$ cat src/rtl/core/scf_pkg.sv
// Shared types and constants for the scanline clamped fetch block.
// Holds the request and response transaction structs and the controller/datapath interface.
// No dependencies.
package scf_pkg;

   localparam int STORE_DEPTH   = 16384;
   localparam int STORE_AW      = 14;
   localparam int MAX_WIDTH_DEF = 4096;
   localparam int CSR_IDX_W     = 1;
   localparam int CSR_DATA_W    = 13;
   localparam int SPP_W         = 3;
   localparam int IMG_W_W       = 13;
   localparam int SLOT_W        = 2;
   localparam int SLOTS         = 4;

   localparam logic [SPP_W-1:0]   SPP_RESET   = 3'd4;
   localparam logic [IMG_W_W-1:0] WIDTH_RESET = 13'd4096;

   localparam logic                 CMD_LOAD  = 1'b0;
   localparam logic                 CMD_FETCH = 1'b1;
   localparam logic [CSR_IDX_W-1:0] CSR_SPP   = 1'b0;
   localparam logic [CSR_IDX_W-1:0] CSR_WIDTH = 1'b1;

   typedef struct packed {
      logic               command;
      logic [13:0]        byte_index;
      logic [7:0]         byte_value;
      logic signed [15:0] column;
   } req_type;

   typedef struct packed {
      logic [7:0] alpha;
      logic [7:0] red;
      logic [7:0] green;
      logic [7:0] blue;
   } rsp_type;

   typedef struct packed {
      logic              load_we;
      logic              fetch_capture;
      logic              calc_base;
      logic              issue;
      logic              format;
      logic [SLOT_W-1:0] slot;
   } cmd_type;

   typedef struct packed {
      logic last_slot;
   } status_type;

endpackage

$ cat src/rtl/core/scf_ctrl.sv
// Controller state machine: accepts transactions and sequences the datapath.
// Depends on scf_pkg.
module scf_ctrl (
   input  logic               clock,
   input  logic               reset,
   input  logic               start,
   input  logic               command,
   input  scf_pkg::status_type status,
   output scf_pkg::cmd_type    cmd,
   output logic               busy,
   output logic               rsp_valid
);

   typedef enum logic [2:0] {
      ST_IDLE,
      ST_BASE,
      ST_ISSUE,
      ST_WAIT,
      ST_FORMAT
   } state_type;

   state_type                       state_ff;
   logic [scf_pkg::SLOT_W-1:0]      slot_ff;
   logic                            rsp_valid_ff;
   logic                            accept;

   assign busy   = (state_ff != ST_IDLE);
   assign accept = start && !busy;

   always_comb begin
      cmd               = '0;
      cmd.load_we       = accept && (command == scf_pkg::CMD_LOAD);
      cmd.fetch_capture = accept && (command == scf_pkg::CMD_FETCH);
      cmd.calc_base     = (state_ff == ST_BASE);
      cmd.issue         = (state_ff == ST_ISSUE);
      cmd.format        = (state_ff == ST_FORMAT);
      cmd.slot          = slot_ff;
   end

   always_ff @(posedge clock) begin
      if (reset) begin
         state_ff     <= ST_IDLE;
         slot_ff      <= '0;
         rsp_valid_ff <= 1'b0;
      end else begin
         rsp_valid_ff <= 1'b0;
         case (state_ff)
            ST_IDLE: begin
               slot_ff <= '0;
               if (accept && (command == scf_pkg::CMD_FETCH)) begin
                  state_ff <= ST_BASE;
               end
            end
            ST_BASE: begin
               state_ff <= ST_ISSUE;
            end
            ST_ISSUE: begin
               slot_ff <= slot_ff + 1'b1;
               if (status.last_slot) begin
                  state_ff <= ST_WAIT;
               end
            end
            ST_WAIT: begin
               state_ff <= ST_FORMAT;
            end
            ST_FORMAT: begin
               rsp_valid_ff <= 1'b1;
               state_ff     <= ST_IDLE;
            end
            default: begin
               state_ff <= ST_IDLE;
            end
         endcase
      end
   end

   assign rsp_valid = rsp_valid_ff;

   a_fetch_goes_busy: assert property (@(posedge clock) disable iff (reset)
      (accept && command == scf_pkg::CMD_FETCH) |=> busy)
      else $error("fetch accepted without going busy");

   a_load_stays_idle: assert property (@(posedge clock) disable iff (reset)
      (accept && command == scf_pkg::CMD_LOAD) |=> !busy)
      else $error("load left the controller busy");

   a_strobe_single: assert property (@(posedge clock) disable iff (reset)
      rsp_valid |=> !rsp_valid)
      else $error("response strobe held longer than one cycle");

   a_strobe_after_format: assert property (@(posedge clock) disable iff (reset)
      rsp_valid |-> ($past(state_ff) == ST_FORMAT && !busy))
      else $error("response strobe outside its slot");

endmodule

$ cat config.mk
export PLATFORM = sky130hd
export DESIGN_NAME = scf_ctrl
export DESIGN_NICKNAME = d
export VERILOG_FILES = /design/src/rtl/core/scf_pkg.sv /design/src/rtl/core/scf_ctrl.sv
export SDC_FILE = /design/constraint.sdc
export NUM_CORES = 1
export LEC_CHECK = 0
export BUFFER_PORTS_ARGS = -buffer_cell sky130_fd_sc_hd__buf_2
export CAP_MARGIN = 20
export CORE_AREA = 2 2 39 41
export DETAILED_ROUTE_END_ITERATION = 10
export DIE_AREA = 0 0 41 43
export GPL_TIMING_DRIVEN = 1
export SETUP_SLACK_MARGIN = 0.15
export SYNTH_ARGS = -nofsm -noshare
export SYNTH_HDL_FRONTEND = slang
export SYNTH_SLANG_ARGS = --single-unit
$ cat constraint.sdc
create_clock -name clock -period 1.35 [get_ports clock]
set_input_delay 0.135 -clock clock [delete_from_list [all_inputs] [get_ports clock]]
set_output_delay 0.135 -clock clock [all_outputs]
set_load 0.05 [all_outputs]
==> impl_metrics.json <==
{
  "clock_skew_ns": 0.001005,
  "gp_congestion": 0.6701,
  "worstPathRequired_ns": 1.22,
  "drive_above_1_share_pct": 70.91,
  "fmaxAchievable_ghz": 0.7575,
  "fp.dieW_um": 41,
  "crit_buf_inv": 1,
  "rrSetupSlack_ns": 0.17,
  "grt_pass1_vias": 259,
  "io_pins": 14,
  "yosysMostFrequentCell": "dfxtp_1",
  "first_pass_iters": 4,
  "hpwlAfterDp_um": 470,
  "power.leakage_nw": 0.2604,
  "insertion_delay_ns": 0.24,
  "slew-limit-headroom_pct": 79.61,
  "ir_drop_uv": 581.9,
  "synth_top_area_share_pct": 37.65,
  "cts-root-buf": "clkbuf_4",
  "cts_tree": "built",
  "start_util_pct": 23.06,
  "path_delay_family": "simple AND/OR/NAND/NOR gates",
  "fin_ws_ns": 0.02983,
  "min_period_ns": 1.320,
  "combPwrFrac_pct": 36.1,
  "avgRoutedWirePerCell_um": 11.21,
  "synth_warnings": 0,
  "cts_made_buffers": 3,
  "design_area_um2": 603.1,
  "finalHoldViolations": 0,
  "clock_path_buffers": 2,
  "critPathKind": "reg2out",
  "yosys-top-cells-area": "dfxtp_1, a2111oi_4, buf_6, nand3b_4, nor3_1",
  "num_rows": 14,
  "clock_sinks": 6,
  "pwr-share-seq_pct": 34.4,
  "p_sw_w": 0.0001835,
  "swShare_pct": 33.00,
  "finalSetupViolCount": 0,
  "ff2ff_path_depth": 5,
  "outcome": "finished, final reports clean",
  "holdCritStartpoint": "reset",
  "numPortBuffers": 13,
  "viasPerCell": 4.521,
  "endpoint_kind": "output pin",
  "synth_nets": 38,
  "grt-ovfl-total": 0,
  "finalMaxSlewViolations": 0,
  "grt_pass1_wl_um": 1117,
  "totalWireLength_um": 796,
  "critPathLaunchType": "register",
  "seq_area_frac_synth_pct": 37.65,
  "internal-power_w": 0.0003725,
  "grt_usage_pct": 9.778,
  "cpMaxStageDelayCell": "dfxtp_4",
  "n_antenna_cell": 0,
  "dpl_worst_slack_ns": 0.1131,
  "whs_path_depth": 2,
  "drv_cap": 0,
  "fin_hold_ws_ns": 0.1394,
  "synth-seq-cells": 6,
  "core_mm2": 0.001384,
  "avgSynthCellArea_um2": 9.668,
  "hold_end": "state_ff[0]$_SDFFE_PP0P_",
  "grt_setup_unrepaired": "yes",
  "r2r-start": "state_ff[0]$_SDFFE_PP0P_",
  "synth_largest_area_cell": "dfxtp_1",
  "synth_async_sr_flop_share_pct": 0,
  "grt_max_degree": 10,
  "dpl_cell_area_um2": 427.9,
  "cts.clk_slew.worst_paths_ns": 0.05,
  "setup_tns_ns": 0,
  "drcViolationCount": 0,
  "tightest_slew_ns": 0.3052,
  "cp_max_fo": 3,
  "syn_inst": 33,
  "nNetsFinal": 62,
  "cp_cell_sequence": "nor3_4 > and3_4 > buf_8",
  "power_density_mw_per_mm2": 921.8,
  "dieArea_mm2": 0.001763,
  "synth.cell_area_um2": 319.1,
  "netlist_top_cells_count": "dfxtp_1, nand2_1, nor3_1",
  "synth_flop_cell": "dfxtp_1",
  "vias": 321,
  "hold_path.class": "in2reg",
  "cts_hold_buf": 0,
  "cts-htree-levels": 1,
  "antenna_found_initial": 0,
  "drtAntennaViolNets": 0,
  "syn2layout_area_growth_pct": 89.02,
  "drt_iter0_drc": 8,
  "clockPowerShare_pct": 29.5,
  "critical_path.max_stage_delay_ns": 0.36,
  "critPathArrivalTime_ns": 1.19,
  "die_h_um": 43,
  "r2r_end": "slot_ff[1]$_SDFFE_PP0P_",
  "synth_edf_count": 0,
  "fin_crit_sh_pct": 97.79,
  "synth.distinct_cells": 18
}
==> placed cells by master, fill, tap and decap left out <==
| cell | count |
|---|---|
| dfxtp_4 | 1 |
| nor3b_4 | 2 |
| inv_1 | 1 |
| nor3_4 | 1 |
| buf_2 | 7 |
| a2111oi_4 | 1 |
| nand2_2 | 1 |
| o21ai_0 | 1 |
| nor2b_1 | 2 |
| clkbuf_4 | 3 |
| dfxtp_2 | 2 |
| a21oi_1 | 2 |
| nor2_4 | 2 |
| nand2_1 | 3 |
| and2_4 | 1 |
| o31ai_4 | 1 |
| nand3b_4 | 1 |
| xnor2_1 | 1 |
| nor3_1 | 2 |
| buf_6 | 6 |
| buf_8 | 3 |
| and3_4 | 1 |
| buf_4 | 6 |
| dfxtp_1 | 3 |
| nand4b_1 | 1 |
==> cells by family (layout without fill, tap and decap cells) <==
kind of cell    Yosys count  count (layout)  share of synthesized area, %
compound gates            5               5                         15.69
xor+xnor                  1               1                         2.746
buf+inv                   4              26                         10.59
flops                     6               6                         37.65
simple gates             17              17                         33.33
==> layout make-up <==
class / instances / area (um^2)
sequential: 6 / 126.4
fill: 137 / 780.7
multi-input combinational: 23 / 237.7
inverter: 1 / 3.754
clock buffer: 3 / 22.52
tap: 16 / 20.02
timing repair buffer: 22 / 192.7
==> metal layers <==
layer,up-vias,track usage (%),part of all wire [%]
li1,159,-,-
met3,0,6.806,9.2
met2,15,12.81,52
met5,-,0,0
met1,147,12.05,38
met4,0,4.000,0
==> worst max path at each step <==
stage	startpoint	to	slack, ns	cells after the start
2_1_floorplan	state_ff[2]$_SDFFE_PP0P_	rsp_valid$_SDFF_PP0_	0.13	3
3_3_place_gp	state_ff[2]$_SDFFE_PP0P_	cmd[6]	0.12	4
3_5_place_dp	state_ff[2]$_SDFFE_PP0P_	cmd[6]	0.11	4
4_1_cts	state_ff[2]$_SDFFE_PP0P_	cmd[5]	0.07	3
5_1_grt	state_ff[2]$_SDFFE_PP0P_	cmd[5]	-0.04	3
6_report	state_ff[2]$_SDFFE_PP0P_	cmd[5]	0.03	3
==> state kept, by name, indices dropped and copies added (netlist names) <==
register,cells
slot_ff,2
rsp_valid,1
state_ff,3
==> stage by stage <==
| stage | utilization, % | std cells | total power [W] |
|---|---|---|---|
| 2_1_floorplan | - | 33 | 0.0003077 |
| 3_3_place_gp | 30.92 | 62 | 0.0003350 |
| 3_5_place_dp | 30.92 | 62 | 0.0003359 |
| 4_1_cts | 41.05 | 71 | 0.0005439 |
| 5_1_grt | 43.58 | 71 | 0.0005943 |
| 6_report | 43.58 | 71 | 0.0005559 |
==> power by group through the flow <==
stage	logic, W	clock network, W	registers, W
after floorplan	0.000111	0	0.000197
after global placement	0.000144	0	0.000191
after detailed placement	0.000145	0	0.000191
after CTS	0.000183	0.000171	0.000190
after global routing	0.000212	0.000190	0.000192
final	0.000201	0.000164	0.000191
==> timing repair <==
action,4_1_cts,5_1_grt
pin swaps,2,2
endpoints found under the setup margin,6,7
resized for setup,22,10
cloned,0,0
setup buffers,6,0
(Power assumes the default switching activity.)
